File: src/hw/rtl/tcw_pkg.sv
`default_nettype none

package tcw_pkg;

  localparam int ROWS          = 25;
  localparam int COLS          = 80;
  localparam int CELLS         = ROWS * COLS;
  localparam int ROW_W         = $clog2(ROWS);
  localparam int COL_W         = (COLS > 1) ? $clog2(COLS) : 1;
  localparam int ADDR_W        = $clog2(CELLS);
  localparam int LAST_ROW_BASE = (ROWS - 1) * COLS;
  localparam int FIFO_DEPTH    = 2;

  localparam logic [1:0] FUNC_PRINT     = 2'd0;
  localparam logic [1:0] FUNC_BACKSPACE = 2'd1;
  localparam logic [1:0] FUNC_READ      = 2'd2;

  localparam logic [7:0] NEWLINE_CODE = 8'd10;

  typedef enum logic [2:0] {
    CMD_PRINT,
    CMD_NEWLINE,
    CMD_BACKSPACE,
    CMD_READ,
    CMD_NOP
  } cmd_op_e;

  typedef enum logic [1:0] {
    ST_CLEAR,
    ST_IDLE,
    ST_READ,
    ST_SCROLL
  } back_state_e;

  typedef struct packed {
    logic [1:0] func;
    logic [7:0] char_code;
    logic [7:0] attr;
    logic [4:0] read_row;
    logic [6:0] read_col;
  } tcw_in_t;

  typedef struct packed {
    logic [4:0] cursor_row;
    logic [6:0] cursor_col;
    logic [7:0] cell_char;
    logic [7:0] cell_attr;
  } tcw_out_t;

  typedef struct packed {
    cmd_op_e           op;
    logic [15:0]       glyph;
    logic [ADDR_W-1:0] addr;
  } tcw_cmd_t;

endpackage

`default_nettype wire

File: src/hw/rtl/tcw_fifo.sv
`default_nettype none

module tcw_fifo (
  input  logic               clk_i,
  input  logic               rst_ni,
  input  logic               push_valid_i,
  output logic               push_ready_o,
  input  tcw_pkg::tcw_cmd_t  push_data_i,
  output logic               pop_valid_o,
  input  logic               pop_ready_i,
  output tcw_pkg::tcw_cmd_t  pop_data_o
);
  import tcw_pkg::*;

  localparam int PTR_W = (FIFO_DEPTH > 1) ? $clog2(FIFO_DEPTH) : 1;
  localparam int CNT_W = $clog2(FIFO_DEPTH + 1);

  tcw_cmd_t         entries_q [FIFO_DEPTH];
  logic [PTR_W-1:0] wr_ptr_q, wr_ptr_d;
  logic [PTR_W-1:0] rd_ptr_q, rd_ptr_d;
  logic [CNT_W-1:0] count_q, count_d;
  logic             push, pop;

  assign push_ready_o = count_q != CNT_W'(FIFO_DEPTH);
  assign pop_valid_o  = count_q != '0;
  assign pop_data_o   = entries_q[rd_ptr_q];
  assign push         = push_valid_i && push_ready_o;
  assign pop          = pop_valid_o && pop_ready_i;

  always_comb begin
    wr_ptr_d = wr_ptr_q;
    rd_ptr_d = rd_ptr_q;
    if (push) begin
      wr_ptr_d = (wr_ptr_q == PTR_W'(FIFO_DEPTH - 1)) ? '0 : wr_ptr_q + 1'b1;
    end
    if (pop) begin
      rd_ptr_d = (rd_ptr_q == PTR_W'(FIFO_DEPTH - 1)) ? '0 : rd_ptr_q + 1'b1;
    end
    count_d = count_q + CNT_W'(push) - CNT_W'(pop);
  end

  always_ff @(posedge clk_i or negedge rst_ni) begin
    if (!rst_ni) begin
      wr_ptr_q <= '0;
      rd_ptr_q <= '0;
      count_q  <= '0;
    end else begin
      wr_ptr_q <= wr_ptr_d;
      rd_ptr_q <= rd_ptr_d;
      count_q  <= count_d;
    end
  end

  always_ff @(posedge clk_i) begin
    if (push) begin
      entries_q[wr_ptr_q] <= push_data_i;
    end
  end

endmodule

`default_nettype wire

File: config.mk
export PLATFORM = sky130hd
export DESIGN_NAME = tcw_fifo
export DESIGN_NICKNAME = d
export VERILOG_FILES = /design/src/hw/rtl/tcw_pkg.sv /design/src/hw/rtl/tcw_fifo.sv
export SDC_FILE = /design/constraint.sdc
export NUM_CORES = 1
export LEC_CHECK = 0
export BUFFER_PORTS_ARGS = -buffer_cell sky130_fd_sc_hd__buf_2
export CAP_MARGIN = 5
export CORE_UTILIZATION = 46
export DETAILED_ROUTE_END_ITERATION = 16
export PLACE_DENSITY = 0.78
export SLEW_MARGIN = 20
export SYNTH_ARGS = -nofsm -noshare
export SYNTH_HDL_FRONTEND = slang
export SYNTH_SLANG_ARGS = --single-unit
File: constraint.sdc
create_clock -name clk_i -period 2.39 [get_ports clk_i]
set_input_delay 0.1195 -clock clk_i [delete_from_list [all_inputs] [get_ports clk_i]]
set_output_delay 0.1195 -clock clk_i [all_outputs]
set_load 0.005 [all_outputs]
---- After elaboration in Yosys (flattened, before gate mapping) ----
Memories as Yosys holds them, arrays and structs flattened.
Cells that the tools add are included.
word-level totals
  RAM bits ................................ 60
  register bits ........................... 4
  logic and storage cells ................. 16
  input bits .............................. 34
  output and inout port bits .............. 32
  memories ................................ 1
memory list
  name       words  width  read ports  clocked after memory_dff  wr ports  RTL line        RTL
  entries_q  2      30     1           0                         1         tcw_fifo.sv:18  tcw_cmd_t entries_q [FIFO_DEPTH];
operators by class
  equal/unequal tests ..................... 1
  multiplexer cells ....................... 4
  reduce and logical (&&, ||, !) cells .... 3
  add/sub/neg operators ................... 4
operators by type and width
  kind                 count
  $mux 1               4
  $add 1x1->1 const B  2
  $add 2x1->2          1
  $logic_and 1x1->1    2
  $ne 2x2->1 const B   1
  $reduce_bool 2->1    1
  $sub 2x1->2          1

---- Longest topological paths before layout ----
  word-level depth ........................ 4
  depth in mapped cells ................... 5
  gate-level depth less buffers ........... 5

---- Worst setup path before layout ----
OpenSTA, ideal clock, no wires.
  path kind ............................... flip-flop to flip-flop
  start ................................... register count_q[0]
  end ..................................... memory entries_q[0][0] in the netlist's numbering, enable pin
  stages on the path, launching flop included .. 4
  period minus slack after synthesis ...... 2.349 ns
  slack ................................... 0.041 ns
  data arrival time ....................... 1.932 ns
  required time ........................... 1.973 ns
  cell sequence ........................... dfrtp_1 -> nand2b_1 -> nand2_1 -> nor2_1
on the way
  longest elaborated chain between the ends .. 4
RTL lines
  what                          RTL line        RTL
  start, declared               tcw_fifo.sv:21  logic [CNT_W-1:0] count_q, count_d;
  start signal, assigned        tcw_fifo.sv:50  count_q <= count_d;
  $ne 2x2->1                    tcw_fifo.sv:24  assign push_ready_o = count_q != CNT_W'(FIFO_DEPTH);
  via push_ready_o              tcw_fifo.sv:7   output logic push_ready_o,
  $logic_and 1x1->1             tcw_fifo.sv:27  assign push = push_valid_i && push_ready_o;
  $mux 1                        tcw_fifo.sv:55  if (push) begin
  $mux 1 (not written as such)  tcw_fifo.sv:56  entries_q[wr_ptr_q] <= push_data_i;
  end, declared                 tcw_fifo.sv:18
The timed path passes the listed nets, and every way through them passes these cells.

==> metrics.md <==
| Metric | Value |
|---|---|
| DR pass1 iterations | `4` |
| Clk sinks | `64` |
| Worst r2r src | `count_q[0]$_DFF_PN0_` |
| CTS tree | `done` |
| Largest net degree at the start of global routing | `28` |
| YS warnings | `0` |
| Detailed Route WL | `4370 microns` |
| Die width | `73.8 microns` |
| Critical Path Sink | `pop_data_o[8]` |
| Layout cells sized above 1 | `50.4%` |
| Avg Vias per Cell | `4.74` |
| Max-cap violations | `0` |
| Yosys cell types | `17` |
| Pwr dens | `1060 mW/mm^2` |
| Worst r2r dst | `entries_q[0][23]$_DFFE_PP_` |
| Post-cts resize count | `0` |
| Largest cells by area after synthesis | `edfxtp_1 (76%), mux2_2 (14%), dfrtp_1 (4.2%)` |
| H-tree depth | `3` |
| Global-route wire length before repair | `6620 microns` |
| Setup crit end kind | `output pin` |
| Total number of vias | `1399` |
| Share of the synthesized area in the top cell type | `75.9%` |
| Commonest non-fill, non-tap cell in the layout | `buf_2` |
| Total Nets Final | `259` |
| WP data required | `2.27 ns` |
| Starting Density | `49.0%` |
| Skew-Pair Late Insertion Delay | `0.33 ns` |
| Core Region | `0.00485 sq mm` |
| Final Hold Vio Count | `0` |
| Iteration-0 DRC count of the detailed router | `73` |
| Worst r2r path cells | `4` |
| IO buf count | `65` |
| Critical path class | `reg2out` |
| Io pins | `66` |
| Worst Slack Setup Final | `0.623 ns` |
| Worst slew pin tran | `0.352 ns` |
| Clock transition at path regs | `0.07 ns` |
| DP HPWL | `2790 microns` |
| Post-route cell area | `0.00329 sq mm` |
| N_diodes | `0` |
| Detail Route Antenna Nets | `0` |
| Syn_nets | `150` |
| Sequential share of the synthesized area | `80.1%` |
| Tcrit/Tclk final | `74.0%` |
| Num CTS Buffers | `9` |
| Flops & latches, synth | `64` |
| Max FO, Critical Path | `27` |
| Status | `finished clean` |
| Initial antenna violation count | `0` |
| Final setup vio count | `0` |
| Fmax | `0.566 GHz` |
| Most frequent cells in the layout | `buf_2 (65), edfxtp_1 (60), dlygate4sd3_1 (31)` |
| Placed inst area | `0.00281 sq mm` |
| GP Congestion | `0.659` |
| # rows | `25` |
| Slew margin rel. | `76.6%` |
| Post-layout util | `67.9%` |
| Flop2flop setup slack | `0.97 ns` |
| Peak VDD IR | `0.936 mV` |
| Die Footprint | `0.00545 sq mm` |
| DP Worst Slack | `0.956 ns` |
| Syn Inst Count | `115` |
| Post-Syn Area per Cell | `20.6 sq um` |
| Root Driver | `clkbuf_8` |
| DRC | `0` |
| Post-DR wirelength/cell | `14.8 microns` |
| Vias in the first global route | `1497` |
| Die height | `73.8 microns` |
| Mapped cell area | `0.00237 sq mm` |
| Fin Clk Skew | `0.00893 ns` |
| Max Root-Sink Buffers | `2` |
| Crit path DAT | `1.65 ns` |
| Total grt overflow | `0` |
| Max-slew violations | `0` |
| Min Tclk post-route | `1.77 ns` |
| GRT Resource Usage Total | `18.0%` |
| Layout area overhead | `38.8%` |
| Crit path launch type | `register` |
| Area leader, netlist | `edfxtp_1` |
| Critical path launch point | `rd_ptr_q$_DFFE_PN0P_` |
| RSZ-0062 raised after global routing | `no` |
| Hold WC Path Type | `in2async` |
| Setup TNS | `0 ns` |
| Leakage power | `1.28 nW` |
[per-layer routing]
layer | wire (microns) | GRT usage, % | part of all wire (%)
met5 | 0 | 0 | 0
met4 | 91 | 11.5 | 2.1
met3 | 199 | 5.62 | 4.6
met2 | 2280 | 30.6 | 52
met1 | 1800 | 19.3 | 41
[worst max-delay path, stage by stage, from the launching register on]
cell and delay (ns):
dfrtp_1 0.43, buf_4 0.37, mux2_2 0.39, buf_2 0.13
[stage by stage]
stage	hold WS, ns	instances	total power (W)
final	0.115	295	0.00349
after global routing	0.110	295	0.00368
after CTS	0.102	295	0.00352
after detailed placement	-0.0654	249	0.00264
after global placement	-0.0685	249	0.00259
after floorplan	-0.176	115	0.00223
[state kept, by name, summed over array words and instances (netlist names)]
| name | count |
|---|---|
| entries_q | 60 |
| count_q | 2 |
| rd_ptr_q | 1 |
| wr_ptr_q | 1 |
[worst min path at each step]
stage,cells past startpoint,endpoint,from
finish,2,count_q[1]$_DFF_PN0_,rst_ni
global route,2,count_q[1]$_DFF_PN0_,rst_ni
CTS,2,count_q[1]$_DFF_PN0_,rst_ni
detailed placement,1,rd_ptr_q$_DFFE_PN0P_,rst_ni
global placement,1,count_q[0]$_DFF_PN0_,rst_ni
floorplan,0,count_q[0]$_DFF_PN0_,rst_ni
[synth_stat cells]
master,n
nor2b_1,1
edfxtp_1,60
a211oi_1,1
o21ai_0,1
xnor2_1,3
or2_2,1
nand3_1,1
ha_1,1
nand2b_1,1
nor2_1,3
a32oi_1,1
and3_1,1
buf_2,3
mux2_2,30
a21bo_1,1
nand2_1,2
dfrtp_1,4
[what timing repair did]
| item | CTS | global route |
|---|---|---|
| hold buffers | 31 | 0 |
| buffers inserted | 0 | 0 |
| hold endpoints to repair | 64 | 0 |
| endpoints found under the setup margin | 0 | 0 |
[cell families after synthesis]
family          after synthesis  synth area share (%)
fa+ha+maj                     1                 0.527
compound gates                4                  1.32
flops                        64                  80.1
xor+xnor                      3                  1.11
simple gates                 10                  2.06
mux                          30                  14.2
buf+inv                       3                 0.632
[layout make-up]
| class | instances | area (sq um) |
|---|---|---|
| flip-flops and latches | 64 | 1900 |
| fillers | 330 | 1550 |
| repair buffers | 101 | 673 |
| multi-input cells | 48 | 459 |
| clock buffers | 10 | 128 |
| well taps | 67 | 83.8 |
| clock inverters | 5 | 48.8 |
[power by group]
part / internal [W] / leakage, nW / switching [W]
sequential: 0.00154 / 0.606 / 0.0000962
clock: 0.000467 / 0.0933 / 0.000377
combinational: 0.000543 / 0.578 / 0.000469
total: 0.00255 / 1.28 / 0.000943
Power figures use the tool's default switching activity.
