[src/hw/rtl/tcw_pkg.sv]
`default_nettype none

package tcw_pkg;

  localparam int ROWS          = 25;
  localparam int COLS          = 80;
  localparam int CELLS         = ROWS * COLS;
  localparam int ROW_W         = $clog2(ROWS);
  localparam int COL_W         = (COLS > 1) ? $clog2(COLS) : 1;
  localparam int ADDR_W        = $clog2(CELLS);
  localparam int LAST_ROW_BASE = (ROWS - 1) * COLS;
  localparam int FIFO_DEPTH    = 2;

  localparam logic [1:0] FUNC_PRINT     = 2'd0;
  localparam logic [1:0] FUNC_BACKSPACE = 2'd1;
  localparam logic [1:0] FUNC_READ      = 2'd2;

  localparam logic [7:0] NEWLINE_CODE = 8'd10;

  typedef enum logic [2:0] {
    CMD_PRINT,
    CMD_NEWLINE,
    CMD_BACKSPACE,
    CMD_READ,
    CMD_NOP
  } cmd_op_e;

  typedef enum logic [1:0] {
    ST_CLEAR,
    ST_IDLE,
    ST_READ,
    ST_SCROLL
  } back_state_e;

  typedef struct packed {
    logic [1:0] func;
    logic [7:0] char_code;
    logic [7:0] attr;
    logic [4:0] read_row;
    logic [6:0] read_col;
  } tcw_in_t;

  typedef struct packed {
    logic [4:0] cursor_row;
    logic [6:0] cursor_col;
    logic [7:0] cell_char;
    logic [7:0] cell_attr;
  } tcw_out_t;

  typedef struct packed {
    cmd_op_e           op;
    logic [15:0]       glyph;
    logic [ADDR_W-1:0] addr;
  } tcw_cmd_t;

endpackage

`default_nettype wire

[src/hw/rtl/tcw_front.sv]
`default_nettype none

module tcw_front (
  input  logic             in_valid_i,
  output logic             in_ready_o,
  input  tcw_pkg::tcw_in_t in_data_i,
  output logic             cmd_valid_o,
  input  logic             cmd_ready_i,
  output tcw_pkg::tcw_cmd_t cmd_o
);
  import tcw_pkg::*;

  logic in_range;

  assign in_range = (32'(in_data_i.read_row) < ROWS) && (32'(in_data_i.read_col) < COLS);

  assign cmd_valid_o = in_valid_i;
  assign in_ready_o  = cmd_ready_i;

  always_comb begin
    cmd_o.glyph = {in_data_i.attr, in_data_i.char_code};
    // linear cell address, only meaningful for an in-range read
    cmd_o.addr = ADDR_W'(32'(in_data_i.read_row) * COLS + 32'(in_data_i.read_col));
    case (in_data_i.func)
      FUNC_PRINT: begin
        cmd_o.op = (in_data_i.char_code == NEWLINE_CODE) ? CMD_NEWLINE : CMD_PRINT;
      end
      FUNC_BACKSPACE: begin
        cmd_o.op = CMD_BACKSPACE;
      end
      FUNC_READ: begin
        // off-screen read answers like an unused code
        cmd_o.op = in_range ? CMD_READ : CMD_NOP;
      end
      default: begin
        cmd_o.op = CMD_NOP;
      end
    endcase
  end

endmodule

`default_nettype wire

[config.mk]
export PLATFORM = sky130hd
export DESIGN_NAME = tcw_front
export DESIGN_NICKNAME = d
export VERILOG_FILES = /design/src/hw/rtl/tcw_pkg.sv /design/src/hw/rtl/tcw_front.sv
export SDC_FILE = /design/constraint.sdc
export NUM_CORES = 1
export LEC_CHECK = 0
export BUFFER_PORTS_ARGS = -buffer_cell sky130_fd_sc_hd__buf_2
export CAP_MARGIN = 20
export CORE_MARGIN = 2
export CORE_UTILIZATION = 34
export DETAILED_ROUTE_END_ITERATION = 10
export PLACE_DENSITY = 0.85
export RECOVER_POWER = 50
export SLEW_MARGIN = 20
export SYNTH_ARGS = -nofsm -noshare
export SYNTH_HDL_FRONTEND = slang
export SYNTH_SLANG_ARGS = --single-unit
export TNS_END_PERCENT = 5
[constraint.sdc]
create_clock -name vclk -period 3
set_input_delay 0.45 -clock vclk [all_inputs]
set_output_delay 0.45 -clock vclk [all_outputs]
set_load 0.01 [all_outputs]
==> Yosys cells after proc, flatten, opt, wreduce, memory -nomap -nowiden <==
Cells that the tools add are included.
W data, S select, Z words.
{ "totals": {"register_bits": 0, "output_inout_bits": 32, "input_bits": 32, "word_cells": 12} }
{ "classes": {"magnitude_cmp": 2, "n_mul": 1, "reduce_logical": 2, "mux": 3, "eq_ne": 3, "add_sub_neg": 1} }
{ "op_table": {"columns": ["op", "count"], "rows": [
  ["$add A11 B7 Y11", 1],
  ["$pmux W3 S3", 1],
  ["$eq A8 B4 Y1 const B", 1],
  ["$lt A7 B7 Y1 const B", 1],
  ["$mul A5 B3 Y7 const B", 1],
  ["$lt A5 B5 Y1 const B", 1],
  ["$mux W3", 1],
  ["$eq A2 B1 Y1 const B", 1],
  ["$eq A2 B2 Y1 const B", 1],
  ["$logic_not A2 Y1", 1],
  ["$logic_and A1 B1 Y1", 1],
  ["$mux W1", 1]
]} }

==> Logic depth before layout (Yosys ltp) <==
Gate-level depths: netlist of run 1.
{ "logic_depth": {"depth_word": 4, "mapped_depth": 7, "depth_no_buf": 7} }

==> Worst setup path after synthesis of run 1 <==
Ideal clock, no wire load.
{ "synth_path": {"path_kind": "input port to output port", "startpoint": "input in_data_i[8] (netlist name)", "endpoint": "output cmd_o[10] (netlist name)", "n_path_buf": 0, "cell_stages": 7, "arrival_ns": 2.015, "required_ns": 2.550, "slack_ns": 0.535, "path_cell_list": "ha_1 -> ha_1 -> fa_1 -> xor2_1 -> nand4_1 -> xnor2_1 -> xnor2_1"} }
{ "synth_rtl": {"columns": ["item", "line_no", "text"], "rows": [
  ["start: declaration", "tcw_front.sv:6", "input tcw_pkg::tcw_in_t in_data_i,"],
  ["end: declaration", "tcw_front.sv:9", "output tcw_pkg::tcw_cmd_t cmd_o"]
]} }

==> impl_summary.log, run 1 <==
[metrics] result of the run: complete, no violations
[metrics] filler-free cell count of the finished design: 89
[metrics] register area share after synthesis: 0%
[metrics] Slew @ Worst Pin: around 0.41 ns
[metrics] top-level I/O count: 64
[metrics] total of hold buffers inserted after clock tree synthesis: 0
[metrics] global routing usage summed across all routing layers: 10.3%
[metrics] Detail Route Antenna Nets: 0
[metrics] total power density per cell area: approximately 240 mW/mm^2
[metrics] final setup TNS: 0 ns
[metrics] Relative slew margins: roughly 72%
[metrics] nets: roughly 120
[metrics] total of clock buffers placed in the layout: 0
[metrics] largest net degree at the start of global routing: 5
[metrics] horizontal die dimension: 42.2 um
[metrics] antenna cells: 0
[metrics] worst voltage drop across the vdd grid: slightly below 0.1 mV
[metrics] kind of cell with the highest combined delay on the critical path: adder cells
[metrics] nature of the critical path endpoint: output pin
[metrics] Vias/cell: 4.98
[metrics] Data required, critical path: around 2.6 ns
[metrics] post-detailed-route DRC marker count: 0
[metrics] post-layout utilization of the core: 39.6%
[metrics] average footprint of a synthesized cell: around 8.3 um^2
[metrics] RD Place Congestion: about 0.65
[metrics] unrepaired setup endpoints after global routing: no
[metrics] Post-Syn Nets: slightly above 100
[metrics] Finished Cell Area: roughly 530 um^2
[metrics] fillers: approximately 150
[metrics] total gr overflow: 0
[metrics] number of global-route vias before repair: 420
[metrics] signed area change from the synthesized netlist to the final layout: 6.30%
[metrics] Critical Path Max Stage Delay: approximately 0.38 ns
[metrics] number of buffers and inverters on the critical path: 2
[metrics] Port Buffer Count: 36
[metrics] gate count of the mapped netlist: 60
[metrics] count of final max-slew check failures: 0
[metrics] Min Clock Period, post-route: about 2.8 ns
[metrics] FF+latch area: 0 um^2
[metrics] Final Routed Wirelength: 923 um
[metrics] Achievable Freq: between 300 and 400 MHz
[metrics] starting density of the core: 37.2%
[metrics] starting DRC count in detailed routing: 0
[metrics] kind of start point of the critical path: primary input
[metrics] Arrival @ worst endpoint: around 2.3 ns
[metrics] worst hold start: in_data_i[1]
[metrics] total core area: about 0.0013 mm^2
[metrics] cell area after technology mapping: between 400 and 500 um^2
[metrics] routed via count: ~440
[metrics] Die Area: 0.00178 mm^2
[metrics] count of endpoints failing setup in the final report: 0
[metrics] hold depth: 0
[metrics] cell-by-cell listing of the critical path: buf_2 > ha_1 > ha_1 > fa_1 > xor2_1 > nand4_1 > xnor2_1 > xnor2_1 > buf_2
[metrics] unique cell type count in the Yosys netlist: 16
[metrics] cell type with the largest total area after synthesis: sky130_fd_sc_hd__buf_4
[metrics] first-pass GRT wire length: ~1600 um
[metrics] Crit-path slowest cell: sky130_fd_sc_hd__fa_1
[metrics] die height: roughly 42 um
[metrics] maxcap violations: 0
[metrics] Row Count: 13
[metrics] number of gates resized after CTS: 0
[metrics] share of the clock period used by the worst path: 92.7%
[metrics] top-area cell type share of the netlist area: ~33%
[metrics] ranking of synthesized cells by instance count: sky130_fd_sc_hd__buf_4, sky130_fd_sc_hd__ha_1, sky130_fd_sc_hd__xnor2_1
[metrics] classification of the worst-slack hold path: primary input to output pin
[metrics] half-perimeter wire length after detailed placement: 851 um
[metrics] leakage dissipation: 0.309 nW
[metrics] Post-CTS Setup Bufs: 0
[metrics] Synthesis Warnings: 0
[metrics] terminating pin of the worst hold path: cmd_o[1]
[metrics] antenna violations before repair: 0
[metrics] share of layout cells above drive strength 1: 45.9%
[metrics] most frequent cell after synthesis: sky130_fd_sc_hd__buf_4
[metrics] type of the setup path with the least slack: primary input to output pin
[metrics] largest fanout on the critical path: 4
[metrics] detailed-router iteration count before antenna repair: 1
[metrics] Hold Fails Final Rpt: 0
[metrics] FFs & Latches: 0
[metrics] main area contributors after synthesis: sky130_fd_sc_hd__buf_4, sky130_fd_sc_hd__ha_1, sky130_fd_sc_hd__fa_1, sky130_fd_sc_hd__xnor2_1, sky130_fd_sc_hd__xor2_1
[metrics] Placed Area: approximately 530 um^2
[metrics] detailed-route wire length per cell: about 10 um
[metrics] number of placed instances with taps included: 89
[worst max path at each step]
stage               slack [ns]  cells after the start    startpoint        end
floorplan                 0.54                      7  in_data_i[8]  cmd_o[10]
global placement          0.26                      9  in_data_i[8]  cmd_o[10]
detailed placement        0.21                      9  in_data_i[8]  cmd_o[10]
CTS                       0.20                      9  in_data_i[8]  cmd_o[10]
global route              0.07                      9  in_data_i[8]  cmd_o[10]
finish                    0.22                      9  in_data_i[8]  cmd_o[10]
[kinds of logic (layout without fill, tap and decap cells)]
kind of cell / after synthesis / count (layout) / synth area share, %
simple gates: 10 / 10 / 9.82
mux: 1 / 1 / 2.02
xor+xnor: 7 / 7 / 12.3
compound gates: 9 / 9 / 11.8
buf+inv: 22 / 36 / 33.2
fa+ha+maj: 11 / 11 / 30.7
[per-stage QoR]
stage	power (W)	hold slack [ns]	setup WS [ns]
final	0.000125	0.900	0.220
after global routing	0.000140	0.900	0.0747
after CTS	0.000127	0.900	0.202
after detailed placement	0.000125	0.900	0.213
after global placement	0.000124	0.900	0.257
after floorplan	0.000101	0.944	0.535
[cells in the final DEF, fill, tap and decap left out]
cell type and n:
sky130_fd_sc_hd__nand2_1 3, sky130_fd_sc_hd__fa_1 2, sky130_fd_sc_hd__nand4_1 2, sky130_fd_sc_hd__xnor2_1 4, sky130_fd_sc_hd__nor4b_1 1, sky130_fd_sc_hd__nand3_1 1, sky130_fd_sc_hd__mux2i_1 1, sky130_fd_sc_hd__a21o_1 3
sky130_fd_sc_hd__clkbuf_1 2, sky130_fd_sc_hd__buf_2 34, sky130_fd_sc_hd__ha_1 9, sky130_fd_sc_hd__a21oi_1 3, sky130_fd_sc_hd__o21ai_0 1, sky130_fd_sc_hd__o21a_1 1, sky130_fd_sc_hd__xor2_1 3, sky130_fd_sc_hd__o311ai_0 1
sky130_fd_sc_hd__nor2_1 3
[metal layers]
layer / global-route usage, % / wire (um)
met5: 0 / 0
met1: 11.2 / 314
met3: 0.862 / 162
met4: 2.50 / 9
met2: 20.6 / 437
[report_power, final]
group          leakage, nW  switching (W)  internal, W
Sequential               0              0            0
Clock                    0              0            0
Combinational        0.309      0.0000654    0.0000592
Total                0.309      0.0000654    0.0000592
[final cells by class]
cell class	count	area (um^2)	area share, %
timing repair buffer	36	178	33.6
tap	15	18.8	3.55
multi-input combinational	38	332	62.8
Power figures use the tool's default switching activity.
==> run 2: changes to the inputs <==
--- a/config.mk
+++ b/config.mk
@@ -7,10 +7,12 @@
 export LEC_CHECK = 0
 export BUFFER_PORTS_ARGS = -buffer_cell sky130_fd_sc_hd__buf_2
 export CAP_MARGIN = 20
+export CELL_PAD_IN_SITES_DETAIL_PLACEMENT = 0
+export CELL_PAD_IN_SITES_GLOBAL_PLACEMENT = 1
 export CORE_MARGIN = 2
-export CORE_UTILIZATION = 34
+export CORE_UTILIZATION = 21
 export DETAILED_ROUTE_END_ITERATION = 10
-export PLACE_DENSITY = 0.85
+export PLACE_DENSITY_LB_ADDON = 0.1
 export RECOVER_POWER = 50
 export SLEW_MARGIN = 20
 export SYNTH_ARGS = -nofsm -noshare
==> impl_summary.log, run 2 (synthesized netlist as in run 1, its figures left out) <==
[metrics] Vias/cell: 4.20 (-16%)
[metrics] leading cell type in the layout, fill and taps excluded: sky130_fd_sc_hd__buf_2
[metrics] unrepaired setup endpoints after global routing: no
[metrics] antenna cells: 0 (unchanged)
[metrics] number of gates resized after CTS: 0 (unchanged)
[metrics] horizontal die dimension: 52.6 um (+25%)
[metrics] nature of the critical path endpoint: output pin
[metrics] total gr overflow: 0 (unchanged)
[metrics] detailed-route wire length per cell: 10.1 um (-2.4%)
[metrics] classification of the worst-slack hold path: primary input to output pin
[metrics] count of endpoints failing setup in the final report: 0 (unchanged)
[metrics] Global Route met3 Usage: 1.14% (+0.28 points)
[metrics] global routing met1 resource utilization: 9.31% (-1.9 points)
[metrics] share of the clock period used by the worst path: 92.6% (about the same)
[metrics] largest fanout on the critical path: 4 (unchanged)
[metrics] Hold Fails Final Rpt: 0 (unchanged)
[metrics] number of global-route vias before repair: 373 (-11%)
[metrics] Arrival @ worst endpoint: 2.33 ns (about the same)
[metrics] Row Count: 17 (+4)
[metrics] starting density of the core: 22.2% (-15 points)
[metrics] RD Place Congestion: 0.669 (+2.3%)
[metrics] met2 global-route usage: 12.5% (-8.1 points)
[metrics] multi-input combinational cell area: 332 um^2 (unchanged)
[metrics] type of the setup path with the least slack: primary input to output pin
[metrics] kind of cell with the highest combined delay on the critical path: adder cells
[metrics] cell-by-cell listing of the critical path: buf_2 > ha_1 > ha_1 > fa_1 > xor2_1 > nand4_1 > xnor2_1 > xnor2_1 > buf_2
[metrics] leakage dissipation: 0.309 nW (unchanged)
[metrics] detailed-router iteration count before antenna repair: 4 (+3)
[metrics] Port Buffer Count: 36 (unchanged)
[metrics] first-pass GRT wire length: 1570 um (+0.45%)
[metrics] Min Clock Period, post-route: 2.78 ns (-0.00248 ns)
[metrics] post-detailed-route DRC marker count: 0 (unchanged)
[metrics] Detail Route Antenna Nets: 0 (unchanged)
[metrics] global routing usage summed across all routing layers: 7.13% (-3.1 points)
[metrics] filler-free cell count of the finished design: 102 (+15%)
[metrics] share of layout cells above drive strength 1: 45.9% (unchanged)
[metrics] Achievable Freq: 360 MHz (about the same)
[metrics] result of the run: complete, no violations
[metrics] busiest layer in global routing: met2
[metrics] final setup TNS: 0 ns (unchanged)
[metrics] top-level I/O count: 64 (unchanged)
[metrics] Data required, critical path: 2.55 ns (about the same)
[metrics] kind of start point of the critical path: primary input
[metrics] Critical Path Max Stage Delay: 0.38 ns (about the same)
[metrics] total power density per cell area: 229 mW/mm^2 (-2.9%)
[metrics] largest net degree at the start of global routing: 5 (unchanged)
[metrics] fillers: 268 (+75%)
[metrics] worst voltage drop across the vdd grid: 0.0818 mV (-15%)
[metrics] signed area change from the synthesized netlist to the final layout: 9.57%
[metrics] die height: 52.6 um (+25%)
[metrics] Post-CTS Setup Bufs: 0 (unchanged)
[metrics] top library cells by usage in the layout, fill and taps aside: sky130_fd_sc_hd__buf_2, sky130_fd_sc_hd__ha_1, sky130_fd_sc_hd__xnor2_1
[metrics] Slew @ Worst Pin: 0.431 ns (+0.0164 ns)
[metrics] total of hold buffers inserted after clock tree synthesis: 0 (unchanged)
[metrics] FF+latch area: 0 um^2 (unchanged)
[metrics] count of final max-slew check failures: 0 (unchanged)
[metrics] nets: 119 (unchanged)
[metrics] Relative slew margins: 70.9% (-1.1 points)
[metrics] number of buffers and inverters on the critical path: 2 (unchanged)
[metrics] total of clock buffers placed in the layout: 0 (unchanged)
[metrics] antenna violations before repair: 0 (unchanged)
[metrics] Final Routed Wirelength: 1030 um (+12%)
[metrics] half-perimeter wire length after detailed placement: 958 um (+13%)
[metrics] total core area: 0.00223 mm^2 (+67%)
[metrics] Die Area: 0.00277 mm^2 (+55%)
[metrics] Crit-path slowest cell: sky130_fd_sc_hd__fa_1
[metrics] routed via count: 428 (-3.4%)
[metrics] FFs & Latches: 0 (unchanged)
[metrics] number of placed instances with taps included: 102 (+15%)
[metrics] starting DRC count in detailed routing: 3 (+3)
[metrics] maxcap violations: 0 (unchanged)
run 2: cell counts in the layout (fill, tap and decap cells not counted):
No cell type changed its count.
run 2: cell type report:
cell class | instances | share of cell area (%)
multi-input cells | 38 | 60.9
well taps | 28 | 6.44
repair buffers | 36 | 32.6
run 2: where the power goes:
group          switching (W)  internal, W  leakage (nW)
combinational      0.0000654    0.0000593         0.309
sequential                 0            0             0
clock                      0            0             0
total              0.0000654    0.0000593         0.309
run 2: final timing paths:
| path | from | to | cells past startpoint |
|---|---|---|---|
| max | in_data_i[8] | cmd_o[10] | 9 |
| min | in_data_i[1] | cmd_o[1] | 0 |
run 2: stage by stage:
stage | cell area, um^2 | power, W | hold WS (ns) | setup slack [ns] | util, %
3_3_place_gp | 547 | 0.000129 | 0.900 | 0.248 | 24.5
6_report | 544 | 0.000125 | 0.900 | 0.222 | 24.4
5_1_grt | 544 | 0.000140 | 0.900 | 0.0770 | 24.4
3_5_place_dp | 547 | 0.000126 | 0.900 | 0.191 | 24.5
4_1_cts | 547 | 0.000128 | 0.900 | 0.187 | 24.5
2_1_floorplan | 497 | 0.000101 | 0.944 | 0.535 | -
run 2: layer usage:
metal	part of all wire, %	up-vias
li1	-	215
met1	43	174
met3	16	4
met5	0	-
met2	40	35
met4	1.3	0
